==> src/rtl/core/lcg48_pkg.sv <==
`default_nettype none

package lcg48_pkg;

  // Generator constants.
  localparam logic [47:0] LCG_MULT = 48'h0005_DEEC_E66D;
  localparam logic [47:0] LCG_INC  = 48'd11;
  localparam logic [31:0] MULT_LO  = 32'hDEEC_E66D;
  localparam logic [31:0] MULT_HI  = 32'h0000_0005;

  // Request action codes.
  localparam logic [2:0] ACT_RESEED = 3'd0;
  localparam logic [2:0] ACT_INT32  = 3'd1;
  localparam logic [2:0] ACT_BOUND  = 3'd2;
  localparam logic [2:0] ACT_INT64  = 3'd3;
  localparam logic [2:0] ACT_BOOL   = 3'd4;
  localparam logic [2:0] ACT_FLOAT  = 3'd5;
  localparam logic [2:0] ACT_DOUBLE = 3'd6;

  // Control from the sequencer to the state update unit.
  typedef struct packed {
    logic start;
    logic load;
  } step_req_t;

endpackage

`default_nettype wire

==> src/rtl/core/lcg48_step_unit.sv <==
`default_nettype none

module lcg48_step_unit (
  input  wire                   clk_i,
  input  wire                   rst_ni,
  input  lcg48_pkg::step_req_t  req_i,
  input  wire  [47:0]           load_value_i,
  output logic                  done_o,
  output logic [47:0]           state_o
);
  import lcg48_pkg::*;

  logic [47:0] state_q, state_d;
  logic [47:0] acc_q, acc_d;
  logic [63:0] prod_q, prod_d;
  logic [1:0]  phase_q, phase_d;
  logic        active_q, active_d;
  logic [31:0] mul_a, mul_b;

  // Operand selection for the shared 32x32 multiplier.
  always_comb begin
    unique case (phase_q)
      2'd1: begin
        mul_a = {16'h0000, state_q[47:32]};
        mul_b = MULT_LO;
      end
      2'd2: begin
        mul_a = state_q[31:0];
        mul_b = MULT_HI;
      end
      default: begin
        mul_a = state_q[31:0];
        mul_b = MULT_LO;
      end
    endcase
  end

  // Partial products are accumulated one per cycle; the top bits wrap off.
  always_comb begin
    state_d  = state_q;
    acc_d    = acc_q;
    phase_d  = phase_q;
    active_d = active_q;
    prod_d   = mul_a * mul_b;
    if (req_i.load) begin
      state_d = load_value_i;
    end else if (req_i.start) begin
      active_d = 1'b1;
      phase_d  = 2'd0;
    end else if (active_q) begin
      phase_d = phase_q + 2'd1;
      unique case (phase_q)
        2'd0: acc_d = LCG_INC;
        2'd1: acc_d = acc_q + prod_q[47:0];
        2'd2: acc_d = acc_q + {prod_q[15:0], 32'h0000_0000};
        default: begin
          state_d  = acc_q + {prod_q[15:0], 32'h0000_0000};
          active_d = 1'b0;
        end
      endcase
    end
  end

  always_ff @(posedge clk_i or negedge rst_ni) begin
    if (!rst_ni) begin
      state_q  <= LCG_MULT;
      phase_q  <= 2'd0;
      active_q <= 1'b0;
    end else begin
      state_q  <= state_d;
      phase_q  <= phase_d;
      active_q <= active_d;
    end
  end

  // Datapath registers carry no reset.
  always_ff @(posedge clk_i) begin
    acc_q  <= acc_d;
    prod_q <= prod_d;
  end

  assign done_o  = active_q && (phase_q == 2'd3);
  assign state_o = state_q;

endmodule

`default_nettype wire

==> src/rtl/core/lcg48_divider.sv <==
`default_nettype none

module lcg48_divider (
  input  wire         clk_i,
  input  wire         rst_ni,
  input  wire         start_i,
  input  wire  [30:0] dividend_i,
  input  wire  [30:0] divisor_i,
  output logic        done_o,
  output logic [30:0] rem_o
);
  localparam int DivBits = 31;

  logic        busy_q, done_q;
  logic [4:0]  cnt_q;
  logic [30:0] dvd_q, dvs_q, rem_q;
  logic [31:0] trial;
  logic [31:0] diff;
  logic        fits;
  logic [30:0] rem_next;

  // One restoring step: shift in the next dividend bit and try a subtract.
  assign trial    = {rem_q, dvd_q[30]};
  assign diff     = trial - {1'b0, dvs_q};
  assign fits     = trial >= {1'b0, dvs_q};
  assign rem_next = fits ? diff[30:0] : trial[30:0];

  always_ff @(posedge clk_i or negedge rst_ni) begin
    if (!rst_ni) begin
      busy_q <= 1'b0;
      done_q <= 1'b0;
      cnt_q  <= 5'd0;
    end else begin
      done_q <= 1'b0;
      if (start_i) begin
        busy_q <= 1'b1;
        cnt_q  <= 5'd0;
      end else if (busy_q) begin
        cnt_q <= cnt_q + 5'd1;
        if (cnt_q == 5'(DivBits - 1)) begin
          busy_q <= 1'b0;
          done_q <= 1'b1;
        end
      end
    end
  end

  always_ff @(posedge clk_i) begin
    if (start_i) begin
      dvd_q <= dividend_i;
      dvs_q <= divisor_i;
      rem_q <= '0;
    end else if (busy_q) begin
      dvd_q <= {dvd_q[29:0], 1'b0};
      rem_q <= rem_next;
    end
  end

  assign done_o = done_q;
  assign rem_o  = rem_q;

endmodule

`default_nettype wire

==> src/rtl/core/lcg48_random_generator_unit.sv <==
// 48-bit linear congruential random generator.
// Requests arrive on the in channel (in_valid_i/in_ready_o) with an action code
// and a bound; each request yields exactly one 64-bit result on the out channel
// (out_valid_o/out_ready_i). The seed register is written on the cfg channel,
// which is always ready; write it only while no request is in flight.
// One request is worked at a time; in_ready_o is high only while the sequencer
// is idle. Each state advance runs on the shared 32x32 multiplier. Reseed and
// the unused code go straight to finish; single draws take one advance and
// two-part draws two. A bounded draw with a power-of-two bound takes one advance
// and one scaling multiply. Any other bound, when the first draw is kept, takes
// an advance, a step to take the draw and a run on the bit-serial divider (31
// remainder steps and a done strobe). Each rejected draw adds another advance
// and another division.
// Reset puts the seed to zero and the state to that seed scrambled with the
// multiplier. A finished result waits in the output register while the receiver
// stalls; a new request may be taken meanwhile, and its result is held back in
// the sequencer until the output register is free.
`default_nettype none

module lcg48_random_generator_unit (
  input  wire         clk_i,
  input  wire         rst_ni,
  input  wire         cfg_valid_i,
  output logic        cfg_ready_o,
  input  wire  [47:0] cfg_seed_value_i,
  input  wire         in_valid_i,
  output logic        in_ready_o,
  input  wire  [2:0]  action_i,
  input  wire  [30:0] bound_i,
  output logic        out_valid_o,
  input  wire         out_ready_i,
  output logic [63:0] value_o
);
  import lcg48_pkg::*;

  localparam logic [2:0] ST_IDLE   = 3'd0;
  localparam logic [2:0] ST_STEP   = 3'd1;
  localparam logic [2:0] ST_DRAW   = 3'd2;
  localparam logic [2:0] ST_MUL    = 3'd3;
  localparam logic [2:0] ST_DIV    = 3'd4;
  localparam logic [2:0] ST_FINISH = 3'd5;

  logic [2:0]  st_q, st_d;
  logic [47:0] seed_q;
  logic [2:0]  action_q, action_d;
  logic [30:0] bound_q, bound_d;
  logic [30:0] r_q, r_d;
  logic [31:0] hi_q, hi_d;
  logic        second_q, second_d;
  logic [63:0] res_q, res_d;
  logic        out_valid_q;
  logic [63:0] out_value_q;
  logic        out_load;

  step_req_t   step_req;
  logic        step_done;
  logic [47:0] lcg_state;
  logic        div_start;
  logic        div_done;
  logic [30:0] div_rem;
  logic [61:0] pw_prod;
  logic [31:0] reject_sum;
  logic        bound_pow2;

  lcg48_step_unit u_step (
    .clk_i        (clk_i),
    .rst_ni       (rst_ni),
    .req_i        (step_req),
    .load_value_i (seed_q ^ LCG_MULT),
    .done_o       (step_done),
    .state_o      (lcg_state)
  );

  // The divider captures the draw in the same cycle that it is taken.
  lcg48_divider u_div (
    .clk_i      (clk_i),
    .rst_ni     (rst_ni),
    .start_i    (div_start),
    .dividend_i (r_d),
    .divisor_i  (bound_q),
    .done_o     (div_done),
    .rem_o      (div_rem)
  );

  // Seed register write.
  assign cfg_ready_o = 1'b1;
  always_ff @(posedge clk_i or negedge rst_ni) begin
    if (!rst_ni) begin
      seed_q <= '0;
    end else if (cfg_valid_i) begin
      seed_q <= cfg_seed_value_i;
    end
  end

  // Bounded draw helpers: power-of-two scaling and the rejection test.
  assign bound_pow2 = (bound_q & (bound_q - 31'd1)) == 31'd0;
  assign pw_prod    = {31'b0, r_q} * {31'b0, bound_q};
  assign reject_sum = {1'b0, r_q} - {1'b0, div_rem} + {1'b0, bound_q} - 32'd1;

  assign in_ready_o = (st_q == ST_IDLE);

  // Request sequencer.
  always_comb begin
    st_d           = st_q;
    action_d       = action_q;
    bound_d        = bound_q;
    r_d            = r_q;
    hi_d           = hi_q;
    second_d       = second_q;
    res_d          = res_q;
    step_req.start = 1'b0;
    step_req.load  = 1'b0;
    div_start      = 1'b0;
    out_load       = 1'b0;
    unique case (st_q)
      ST_IDLE: begin
        if (in_valid_i) begin
          action_d = action_i;
          bound_d  = bound_i;
          second_d = 1'b0;
          priority if (action_i == ACT_RESEED) begin
            step_req.load = 1'b1;
            res_d         = '0;
            st_d          = ST_FINISH;
          end else if (action_i == ACT_INT32 || action_i == ACT_BOUND ||
                       action_i == ACT_INT64 || action_i == ACT_BOOL ||
                       action_i == ACT_FLOAT || action_i == ACT_DOUBLE) begin
            step_req.start = 1'b1;
            st_d           = ST_STEP;
          end else begin
            res_d = '0;
            st_d  = ST_FINISH;
          end
        end
      end
      ST_STEP: begin
        if (step_done) begin
          st_d = ST_DRAW;
        end
      end
      ST_DRAW: begin
        st_d = ST_FINISH;
        unique case (action_q)
          ACT_INT32: res_d = {{32{lcg_state[47]}}, lcg_state[47:16]};
          ACT_INT64: begin
            if (!second_q) begin
              hi_d           = lcg_state[47:16];
              second_d       = 1'b1;
              step_req.start = 1'b1;
              st_d           = ST_STEP;
            end else begin
              res_d = {hi_q, 32'h0000_0000} + {{32{lcg_state[47]}}, lcg_state[47:16]};
            end
          end
          ACT_BOOL:  res_d = {63'b0, lcg_state[47]};
          ACT_FLOAT: res_d = {40'b0, lcg_state[47:24]};
          ACT_DOUBLE: begin
            if (!second_q) begin
              hi_d           = {6'b0, lcg_state[47:22]};
              second_d       = 1'b1;
              step_req.start = 1'b1;
              st_d           = ST_STEP;
            end else begin
              res_d = {11'b0, hi_q[25:0], lcg_state[47:21]};
            end
          end
          ACT_BOUND: begin
            r_d = lcg_state[47:17];
            if (bound_pow2) begin
              st_d = ST_MUL;
            end else begin
              div_start = 1'b1;
              st_d      = ST_DIV;
            end
          end
          default: res_d = '0;
        endcase
      end
      ST_MUL: begin
        res_d = {33'b0, pw_prod[61:31]};
        st_d  = ST_FINISH;
      end
      ST_DIV: begin
        if (div_done) begin
          if (reject_sum[31]) begin
            step_req.start = 1'b1;
            st_d           = ST_STEP;
          end else begin
            res_d = {33'b0, div_rem};
            st_d  = ST_FINISH;
          end
        end
      end
      ST_FINISH: begin
        if (!out_valid_q || out_ready_i) begin
          out_load = 1'b1;
          st_d     = ST_IDLE;
        end
      end
      default: st_d = ST_IDLE;
    endcase
  end

  always_ff @(posedge clk_i or negedge rst_ni) begin
    if (!rst_ni) begin
      st_q     <= ST_IDLE;
      second_q <= 1'b0;
    end else begin
      st_q     <= st_d;
      second_q <= second_d;
    end
  end

  always_ff @(posedge clk_i) begin
    action_q <= action_d;
    bound_q  <= bound_d;
    r_q      <= r_d;
    hi_q     <= hi_d;
    res_q    <= res_d;
  end

  // Output register: holds a result until its transfer completes.
  always_ff @(posedge clk_i or negedge rst_ni) begin
    if (!rst_ni) begin
      out_valid_q <= 1'b0;
    end else if (out_load) begin
      out_valid_q <= 1'b1;
    end else if (out_ready_i) begin
      out_valid_q <= 1'b0;
    end
  end

  always_ff @(posedge clk_i) begin
    if (out_load) begin
      out_value_q <= res_q;
    end
  end

  assign out_valid_o = out_valid_q;
  assign value_o     = out_value_q;

`ifndef SYNTHESIS
  // An accepted request always takes the sequencer out of idle.
  a_busy_after_accept: assert property (@(posedge clk_i) disable iff (!rst_ni)
    in_valid_i && in_ready_o |=> !in_ready_o)
    else $error("sequencer still ready after accepting a request");

  // The state update unit only finishes while the sequencer waits for it.
  a_step_done_in_step: assert property (@(posedge clk_i) disable iff (!rst_ni)
    step_done |-> st_q == ST_STEP)
    else $error("state update finished outside the step wait");

  // The divider only finishes while the sequencer waits for it.
  a_div_done_in_div: assert property (@(posedge clk_i) disable iff (!rst_ni)
    div_done |-> st_q == ST_DIV)
    else $error("divider finished outside the remainder wait");

  // A finished result with a free output register is presented next cycle.
  a_finish_presents: assert property (@(posedge clk_i) disable iff (!rst_ni)
    (st_q == ST_FINISH) && !out_valid_q |=> out_valid_q && (st_q == ST_IDLE))
    else $error("finished result not presented");
`endif

endmodule

`default_nettype wire

==> config.mk <==
export PLATFORM = sky130hd
export DESIGN_NAME = lcg48_random_generator_unit
export DESIGN_NICKNAME = d
export VERILOG_FILES = /design/src/rtl/core/lcg48_pkg.sv /design/src/rtl/core/lcg48_step_unit.sv /design/src/rtl/core/lcg48_divider.sv /design/src/rtl/core/lcg48_random_generator_unit.sv
export SDC_FILE = /design/constraint.sdc
export NUM_CORES = 2
export LEC_CHECK = 0
export ABC_AREA = 0
export BUFFER_PORTS_ARGS = -buffer_cell sky130_fd_sc_hd__buf_4
export CORE_MARGIN = 5
export CORE_UTILIZATION = 60
export DETAILED_ROUTE_END_ITERATION = 12
export GPL_ROUTABILITY_DRIVEN = 1
export GPL_TIMING_DRIVEN = 0
export PLACE_DENSITY = 0.77
export SYNTH_ARGS = -nofsm -noshare
export SYNTH_HDL_FRONTEND = slang
export SYNTH_SLANG_ARGS = --single-unit
==> constraint.sdc <==
create_clock -name clk_i -period 12.79 [get_ports clk_i]
set_clock_uncertainty 0.2 [all_clocks]
set_input_delay 0.6395 -clock clk_i [delete_from_list [all_inputs] [get_ports clk_i]]
set_output_delay 0.6395 -clock clk_i [all_outputs]
set_load 0.02 [all_outputs]
==> metrics.md <==
| Metric | Value |
|---|---|
| Largest net degree at the start of global routing | 66 |
| Area Growth Syn to Fin | 8.58% |
| Vias per inst | 6.20 |
| CTS root buf | clkbuf_16 |
| Hold Violations, Final | 0 |
| CTS Sinks | 525 |
| Tcrit/Tclk final | 101% |
| Cell variety after synth | a little under 90 |
| Post_cts resized | 0 |
| Hold crit path type | in -> reg |
| Worst Path Arrival | 13.00 ns |
| Slew Viols, Final | 55 |
| Total CTS buffers | 60 |
| CP Capture Type | flip-flop |
| Most common cell after layout, fill and taps aside | inv_1 |
| Post-CTS Setup Repair Bufs | 0 |
| CTS max path bufs | 3 |
| Die Y | ~360 um |
| Most frequent cells in the layout | inv_1 (1599), fa_1 (1307), nand2_1 (864) |
| Startpoint types | flip-flop |
| Multi-input gate area | ~53000 um2 |
| Dominant synthesized flop cell | edfxtp_1 |
| Initial antenna violation count | 39 |
| CP required | 12.93 ns |
| Port buffer count | 151 |
| Path type of the worst setup path | reg -> reg |
| Yosys top cell by area | fa_1 |
| Full die area | 131000 um2 |
| First-pass GRT wire length | 423000 um |
| Post-synth top area share | a little over a third |
| Layout cells sized above 1 | 5.54% |
| Cts hold-fix bufs | 72 |
| Die X | approximately 360 um |
| Violations in the final reports | capacitance limit, slew limit, setup timing |
| Achievable Freq | 0.0777 GHz |
| DRC | 0 |
| Worst relative slew slack | -13.6% |
| Nets | 10200 |
| Number of DRC markers in iteration 0 | between 6000 and 7000 |
| Final min period | 12.86 ns |
| Core area | 123000 um2 |
| CTS H-tree depth | 2 |
| Sequential Area | 14100 um2 |
| WL/cell | just over 30 um |
| CTS tree | yes |
| Synth Warn # | 0 |
| Clk slew on worst S/H paths | approximately 0.060 ns |
| Largest cells by area after synthesis | fa_1 (35%), edfxtp_1 (12%), ha_1 (12%) |
| Async SR Flop Fraction | 21.1% |
| Clk_lat worst skew | ~0.7 ns |
| Max-cap viol count | 5 |
| All-layer global routing usage | between 40% and 50% |
| Vias in the first global route | 63100 |
| Post-layout util | 65.4% |
| FF+latch count, synth | 525 |
| Total wire length | 295000 um |
| Top Ports | 154 |
| Total number of vias | 60500 |
| RSZ-0062 raised after global routing | false |
| Syn_nets | 9864 |
| Gpl congestion | ~1.1 |
| Overflow after GRT | 0 |
| Status | finished with violations |
| Number of synthesized flops with an enable pin | 304 |
| Dpl hpwl | about 240000 um |
| Dpl cells | 9562 |
| Netlist Area Pre-Place | around 74000 um2 |
| Pre-CTS WS | 0.627 ns |
| Post-route ant nets | 0 |
| Sequential area share after synthesis | between 10% and 20% |
| Syn Area/Cell | 9.57 um2 |
| Mapped Cells | 7759 |
| Worst-margin pin slew | 1.70 ns |
| Final std cells w/o fill | 9767 |
| Crit Path Max Fanout | 10 |
| Router iterations before antenna repair | 9 |
| Final setup viols | 1 |
| Fillers | 10100 |
| FP Rows | between 100 and 150 |
| Starting Density | between 60 and 70% |
| Slack of the critical path | -0.0742 ns |
## stage by stage
step           cell area (um2)  hold slack [ns]  setup TNS, ns
5_1_grt                  80600           0.0145              0
4_1_cts                  80600          0.00268              0
2_1_floorplan            74300            0.144              0
6_report                 80600          0.00530        -0.0742
3_5_place_dp             77800            0.205              0
3_3_place_gp             77500            0.202         -65.33
## cell families (layout without fill, tap and decap cells)
logic type | count (synthesis) | count (layout) | synth area share, %
xor+xnor | 190 | 190 | 2.24
buf+inv | 1952 | 2304 | 9.92
simple gates | 1951 | 1951 | 11.1
fa+ha+maj | 2021 | 2021 | 47.2
compound gates | 1031 | 1031 | 9.14
flops | 525 | 525 | 19.0
other cells | 1 | 20 | 0.00505
mux | 88 | 88 | 1.29
## state kept, by name, summed over array words and instances (netlist names), 32 cells and up
name and count:
seed_q 48, value_o 64, res_q 64, u_step.state_o 48, u_step.acc_q 48, hi_q 32
u_step.prod_q 48
## worst max-delay path: stages (launching register included)
cell and delay [ns]:
edfxtp_1 0.64, clkbuf_1 0.69, clkinv_1 0.77, clkbuf_1 0.80
nor2_1 0.35, fa_1 0.48, fa_1 0.51, fa_1 0.53
inv_1 0.05, fa_1 0.48, inv_1 0.06, fa_1 0.50
inv_1 0.06, fa_1 0.53, inv_1 0.05, fa_1 0.39
fa_1 0.49, ha_1 0.32, a21oi_1 0.37, o21ai_0 0.31
o311ai_0 1.21, a31oi_1 0.20, o21ai_0 0.27, o21ai_0 0.38
a2111oi_0 1.13, o31ai_1 0.17, xnor2_1 0.29, o221ai_1 0.28
## final cells by class
class                      instances  share of cell area [%]
antenna                           19                  0.0590
timing repair buffer             239                    2.63
tap                             1637                    2.54
sequential                       525                    17.5
clock inverter                    44                   0.576
inverter                        1622                    7.55
clock buffer                      69                    2.01
buffer                           330                    1.60
multi-input combinational       5282                    65.5
## synth_stat cells (17+ instances only)
library cell,number
a211oi_1,29
a21o_1,119
a21oi_1,253
a221oi_1,23
a22oi_1,22
a31oi_1,49
and2_1,50
and3_1,43
buf_1,47
clkbuf_1,270
clkinv_1,20
dfrtp_1,88
dfstp_2,23
dfxtp_1,110
edfxtp_1,304
fa_1,1307
ha_1,711
inv_1,1600
mux2_2,60
mux2i_1,28
nand2_1,864
nand2b_1,38
nand3_1,58
nand4_1,32
nor2_1,683
nor2b_1,37
nor3_1,62
nor4_1,19
o211ai_1,24
o21a_1,35
o21ai_0,230
o21bai_1,28
o221a_2,20
o221ai_1,30
o22ai_1,29
o31ai_1,20
or2_2,17
xnor2_1,119
xor2_1,71
## routing by layer
layer / GRT usage (%) / up-vias / routed length, um
met5: 0 / - / 139
met4: 39.6 / 20 / 34700
met3: 14.1 / 1362 / 33200
met2: 70.3 / 3965 / 130000
met1: 50.6 / 30000 / 96600
li1: - / 25200 / -
## worst paths after layout
check                                     startpoint                        endpoint  slack, ns  depth (start not counted)
min in group asynchronous                     rst_ni           seed_q[9]$_DFFE_PN0P_       0.31                          2
worst min-delay path            cfg_seed_value_i[22]          seed_q[22]$_DFFE_PN0P_      0.005                          2
worst max-delay path            bound_q[6]$_DFFE_PP_             res_q[20]$_DFFE_PP_      -0.07                         27
worst max register to register  bound_q[6]$_DFFE_PP_             res_q[20]$_DFFE_PP_      -0.07                         27
max in group asynchronous                     rst_ni  u_step.state_o[18]$_DFFE_PN1P_      11.27                          3
worst min register to register   res_q[48]$_DFFE_PP_           value_o[48]$_DFFE_PP_       0.21                          0
Power is not shown: default switching activity piles up to over one toggle a cycle in this logic, so the estimate is an artifact.
